[src/rtl/mas_pkg.sv]
// ----------------------------------------------------------------------------
// mas_pkg
// Shared types and constants for the matrix add/subtract/multiply core.
// ----------------------------------------------------------------------------
`timescale 1ns / 1ps
`default_nettype none

package mas_pkg;

  localparam int DATA_W = 32;
  localparam int IDX_W  = 4;
  localparam int DIM_W  = 5;

  localparam logic [DIM_W-1:0] DIM_RESET = 5'd16;

  typedef enum logic [1:0] {
    CMD_WRITE_A = 2'd0,
    CMD_WRITE_B = 2'd1,
    CMD_READ    = 2'd2,
    CMD_NONE    = 2'd3
  } cmd_t;

  typedef enum logic [1:0] {
    OP_SUM  = 2'd0,
    OP_DIFF = 2'd1,
    OP_PROD = 2'd2,
    OP_NONE = 2'd3
  } op_t;

  typedef enum logic [2:0] {
    ST_CLEAR,
    ST_IDLE,
    ST_ELEM,
    ST_PROD,
    ST_DRAIN,
    ST_FINAL
  } state_t;

  typedef struct packed {
    logic we_a;
    logic we_b;
    logic clear;
    logic load;
    logic rd_prod;
    logic emit_err;
    logic emit_ew;
    logic emit_prod;
  } ctl_t;

  typedef struct packed {
    logic in_range;
    logic clr_last;
    logic k_last;
  } stat_t;

endpackage

`default_nettype wire

[src/rtl/mas_ctrl.sv]
// ----------------------------------------------------------------------------
// mas_ctrl
// Sequencer: clear pass, item decode, element and product read sequencing.
// ----------------------------------------------------------------------------
`timescale 1ns / 1ps
`default_nettype none

module mas_ctrl (
  input  wire logic            clk,
  input  wire logic            rst,
  input  wire logic            start,
  input  wire logic [1:0]      cmd,
  input  wire logic [1:0]      op,
  input  wire mas_pkg::stat_t  stat,
  output logic                 busy,
  output mas_pkg::ctl_t        ctl
);

  mas_pkg::state_t state;
  mas_pkg::state_t state_next;
  mas_pkg::cmd_t   cmd_d;
  mas_pkg::op_t    op_d;

  assign cmd_d = mas_pkg::cmd_t'(cmd);
  assign op_d  = mas_pkg::op_t'(op);

  always_ff @(posedge clk) begin
    if (rst) begin
      state <= mas_pkg::ST_CLEAR;
    end else begin
      state <= state_next;
    end
  end

  always_comb begin
    state_next = state;
    unique case (state)
      mas_pkg::ST_CLEAR: begin
        if (stat.clr_last) begin
          state_next = mas_pkg::ST_IDLE;
        end
      end
      mas_pkg::ST_IDLE: begin
        if (start && cmd_d == mas_pkg::CMD_READ && stat.in_range) begin
          if (op_d == mas_pkg::OP_PROD) begin
            state_next = mas_pkg::ST_PROD;
          end else if (op_d == mas_pkg::OP_SUM || op_d == mas_pkg::OP_DIFF) begin
            state_next = mas_pkg::ST_ELEM;
          end
        end
      end
      mas_pkg::ST_ELEM:  state_next = mas_pkg::ST_IDLE;
      mas_pkg::ST_PROD: begin
        if (stat.k_last) begin
          state_next = mas_pkg::ST_DRAIN;
        end
      end
      mas_pkg::ST_DRAIN: state_next = mas_pkg::ST_FINAL;
      mas_pkg::ST_FINAL: state_next = mas_pkg::ST_IDLE;
      default:           state_next = mas_pkg::ST_IDLE;
    endcase
  end

  always_comb begin
    ctl  = '0;
    busy = 1'b1;
    unique case (state)
      mas_pkg::ST_CLEAR: ctl.clear = 1'b1;
      mas_pkg::ST_IDLE: begin
        busy = 1'b0;
        if (start) begin
          unique case (cmd_d)
            mas_pkg::CMD_WRITE_A: begin
              ctl.we_a     = stat.in_range;
              ctl.emit_err = !stat.in_range;
            end
            mas_pkg::CMD_WRITE_B: begin
              ctl.we_b     = stat.in_range;
              ctl.emit_err = !stat.in_range;
            end
            mas_pkg::CMD_READ: begin
              if (!stat.in_range || op_d == mas_pkg::OP_NONE) begin
                ctl.emit_err = 1'b1;
              end else begin
                ctl.load = 1'b1;
              end
            end
            mas_pkg::CMD_NONE: ;
            default: ;
          endcase
        end
      end
      mas_pkg::ST_ELEM:  ctl.emit_ew = 1'b1;
      mas_pkg::ST_PROD:  ctl.rd_prod = 1'b1;
      mas_pkg::ST_DRAIN: ;
      mas_pkg::ST_FINAL: ctl.emit_prod = 1'b1;
      default: ;
    endcase
  end

endmodule

`default_nettype wire

[config.mk]
export PLATFORM = sky130hd
export DESIGN_NAME = mas_ctrl
export DESIGN_NICKNAME = d
export VERILOG_FILES = /design/src/rtl/mas_pkg.sv /design/src/rtl/mas_ctrl.sv
export SDC_FILE = /design/constraint.sdc
export NUM_CORES = 1
export LEC_CHECK = 0
export BUFFER_PORTS_ARGS = -buffer_cell sky130_fd_sc_hd__buf_2
export CAP_MARGIN = 15
export CORE_AREA = 5 5 42 44
export CTS_CLUSTER_DIAMETER = 40
export CTS_CLUSTER_SIZE = 30
export DETAILED_ROUTE_END_ITERATION = 8
export DIE_AREA = 0 0 47 49
export PLACE_DENSITY = 0.57
export SLEW_MARGIN = 20
export SYNTH_ARGS = -nofsm -noshare
export SYNTH_HDL_FRONTEND = slang
export SYNTH_SLANG_ARGS = --single-unit
[constraint.sdc]
create_clock -name clk -period 3.45 [get_ports clk]
set_input_delay 0.69 -clock clk [delete_from_list [all_inputs] [get_ports clk]]
set_output_delay 0.69 -clock clk [all_outputs]
set_load 0.03 [all_outputs]
# Word level (Yosys, flattened, before mapping)

Cells that the tools add are included.

Register bits after elaboration: 3
Word-level logic and storage cells: 48

Eq/ne operators: 14
Mux-type cells: 23
Reductions and logical operators: 10

Operators with widths:

| cell                                                | number |
|---|---|
| two-way mux 3 bit                                   | 5 |
| two-way mux 1 bit                                   | 14 |
| case mux 3 bit (4 select lines)                     | 1 |
| equality test 2 bit, second input constant          | 3 |
| equality test 3 x 2 -> 1 bit, second input constant | 2 |
| equality test 3 bit, second input constant          | 2 |
| inequality test 2 bit, second input constant        | 3 |
| equality test 2 x 1 -> 1 bit, second input constant | 2 |
| zero test 2 bit                                     | 2 |
| two-way mux 2 bit                                   | 2 |
| AND reduction 4 bit                                 | 1 |
| equality test 3 x 1 -> 1 bit, second input constant | 1 |
| zero test 3 bit                                     | 1 |
| inequality test 3 bit, second input constant        | 1 |
| logical AND 1 bit                                   | 2 |
| logical OR 1 bit                                    | 2 |
| case mux 1 bit (2 select lines)                     | 1 |
| OR reduction 2 bit                                  | 1 |
| zero test 1 bit                                     | 1 |

# Depth between registers and ports, before layout

Word-level depth: 6
Mapped depth: 4

# Least setup slack after synthesis

No wires, ideal clock.

Kind: reg-to-output
From: register state[1]
To: output ctl[6] in the netlist's numbering
Arrival: 1867 ps
Data required time: 2760 ps
Setup slack: 893 ps
Stages on the path, launching flop included: 4
Path through: dfxtp_1 buf_6 or3b_4 nor4_1

RTL lines:

| element                | line           | RTL |
|---|---|---|
| start, declared        | mas_ctrl.sv:19 | `mas_pkg::state_t state;` |
| start signal, assigned | mas_ctrl.sv:29 | `state <= mas_pkg::ST_CLEAR;` |
| start signal, assigned | mas_ctrl.sv:31 | `state <= state_next;` |
| end, declared          | mas_ctrl.sv:16 | `output mas_pkg::ctl_t ctl` |

==> run_results.csv <==
group,metric,value,unit
run_status,status,"finished, final reports clean",
hold_path,hp-class,"primary input to flop",
die,coreArea,0.00140,mm2
yosys,synth_sequential_area_ratio,0.214,
timing,final_hold_viol_count,0,
die,fp.dieW,47,um
final_layout,largest_register_ffs,3,
detailed_routing,wl,751,um
global_route,grt_max_degree,12,
global_route,grt_overflow,0,
detailed_routing,vias_per_cell,4.65,
yosys,ys_warn_count,0,
cts,cts.sinks,3,
global_route,grt_pass1_wl,1250,um
placed_design,dpl.hpwl,617,um
detailed_routing,via_count,335,
cts,post_cts_buffers,0,
global_route,grt_use_total,0.0739,
yosys,ys_types,23,
timing,fin_crit_sh,0.691,
cts,cts_tree,"built",
final_layout,registers.top_by_ff_count,"state",
yosys,synth-seq-cells,3,
die,rows,14,
cts,cts_hold_buffers,0,
final_layout,nets,67,
timing,drv_slew,0,
power,cellLeakagePower,0.000189,uW
cts,clkLatencyLatePin,0.23,ns
global_route,antenna_found_initial,0,
critical_path,required,2.76,ns
timing,finalSetupTns,0,ns
placed_design,io_buffers,18,
detailed_routing,route.detailed.drc,0,
detailed_routing,wl_per_cell,10.4,um
power,finalPower,145,uW
job,cap_violations,0,
yosys,synth.cell_area,280,um2
critical_path,cp.arrival,1.69,ns
yosys,syn-num-nets,46,
timing,finalCriticalPeriod,2.38,ns
timing,fmax,419,MHz
global_route,grtUsageMet2,0.118,
critical_path,path_class,"flop to output pin",
critical_path,worst_setup_path_end_kind,"output pin",
cts,cts_resized,0,
cts,clk_pin_slew,0.04,ns
die,design.portCount,19,
detailed_routing,drt_iter0_markers,6,
placed_design,gp_congestion,0.722,
timing,finalSetupViolCount,0,
cts,clock_path_buffers,2,
final_layout,drive_gt1_frac,0.464,
critical_path,worstSetupStartpointType,"flop",
die,start_util,0.200,
cts,cts_root_buf,"clkbuf_4",
final_layout,antennaDiodeCount,0,
yosys,avgSynthCellArea,7.79,um2
critical_path,crit_fanout,11,
power,power_density,361,mW/mm2
die,die_h,49,um
timing,timing.hold.ws,0.642,ns
global_route,met1_usage,0.0811,
final_layout,area_delta_synth_final,43.3,%
timing,maxSlewHeadroom,0.810,
yosys,synth_cells,36,
power,ir_drop,0.000128,V
timing,clock_skew,0.000557,ns
timing,rsz0062_at_grt,"no",
timing,worst_pin_slew,0.285,ns
global_route,grt_pass1_vias,317,
cts,htreeDepth,1,
global_route,busiest_layer,"met2",
global_route,grt_use_met3,0.0258,
detailed_routing,postRouteAntennaNets,0,
cts,numCtsBuffers,3,
final_layout,n_fill_cell,164,
die,dieArea,0.00230,mm2
detailed_routing,drtPass1Iterations,2,
final_layout,largestRegisters,"state (3)",
## final cells by class
type / instances / area, um2 / area share
clock buffers: 4 / 26.3 / 0.0654
inverters: 2 / 7.51 / 0.0187
multi-input cells: 29 / 198 / 0.492
flip-flops and latches: 3 / 60.1 / 0.150
well taps: 16 / 20.0 / 0.0498
repair buffers: 18 / 90.1 / 0.224
## synth_stat cells
| master | number | area [um2] |
|---|---|---|
| nor4_4 | 1 | 21.3 |
| or3_2 | 1 | 7.51 |
| and2_2 | 1 | 7.51 |
| nand3b_1 | 1 | 7.51 |
| or3b_1 | 1 | 8.76 |
| nor3_1 | 2 | 10.0 |
| nand4_1 | 1 | 6.26 |
| nand4b_1 | 1 | 8.76 |
| nor3b_1 | 1 | 7.51 |
| buf_6 | 1 | 11.3 |
| dfxtp_1 | 3 | 60.1 |
| nor4_1 | 2 | 12.5 |
| nand2b_1 | 1 | 6.26 |
| or3b_4 | 1 | 11.3 |
| and3b_2 | 1 | 10.0 |
| o21a_1 | 2 | 15.0 |
| a21oi_1 | 4 | 20.0 |
| and3_1 | 1 | 6.26 |
| nor2_1 | 3 | 11.3 |
| inv_1 | 2 | 7.51 |
| clkbuf_1 | 1 | 3.75 |
| o31a_1 | 1 | 8.76 |
| nand2_1 | 3 | 11.3 |
## placed cells by master (no fill, tap or decap), types with 2 or more instances in the layout
master,instances
buf_2,18
a21oi_1,4
nand2_1,3
nor2_1,3
clkbuf_4,3
dfxtp_1,3
inv_1,2
nor4_1,2
nor3_1,2
o21a_1,2
## routing by layer
metal	vias up	wire length (um)
met5	-	0
met2	6	443
li1	171	-
met1	155	259
met4	0	14
met3	3	34
## power breakdown
group	internal [uW]	leakage [uW]	switching, uW
sequential	37.1	0.0000247	4.57
combinational	17.1	0.000150	25.3
clock	43.3	0.0000150	17.7
## critical path, cell delays in order (launching register included)
cell,delay (ns)
dfxtp_1,0.47
or3b_4,0.46
nor4_4,0.29
buf_2,0.24
## worst paths after layout
| check | from | to | slack, ns | cells past startpoint |
|---|---|---|---|---|
| worst min-delay path | rst | state[2]$_SDFFE_PP0P_ | 0.64 | 2 |
| worst max-delay path | state[0]$_SDFFE_PP0P_ | ctl[4] | 1.07 | 3 |
| worst max register to register | state[0]$_SDFFE_PP0P_ | state[1]$_SDFFE_PP0P_ | 2.02 | 3 |
| worst min register to register | state[0]$_SDFFE_PP0P_ | state[0]$_SDFFE_PP0P_ | 0.67 | 2 |
## cells by family after synthesis
group | share of synthesized area
and+or+nand+nor | 0.549
AOI/OAI and AO/OA | 0.156
buffers and inverters | 0.0804
DFF | 0.214
## per-stage QoR
stage	util	setup slack, ns	cell area (um2)	std cells
after floorplan	-	0.893	280	36
after global placement	0.268	1.29	375	68
after detailed placement	0.268	1.29	375	68
after CTS	0.287	1.06	402	72
after global routing	0.287	0.994	402	72
final	0.287	1.07	402	72
Power figures use the tool's default switching activity.
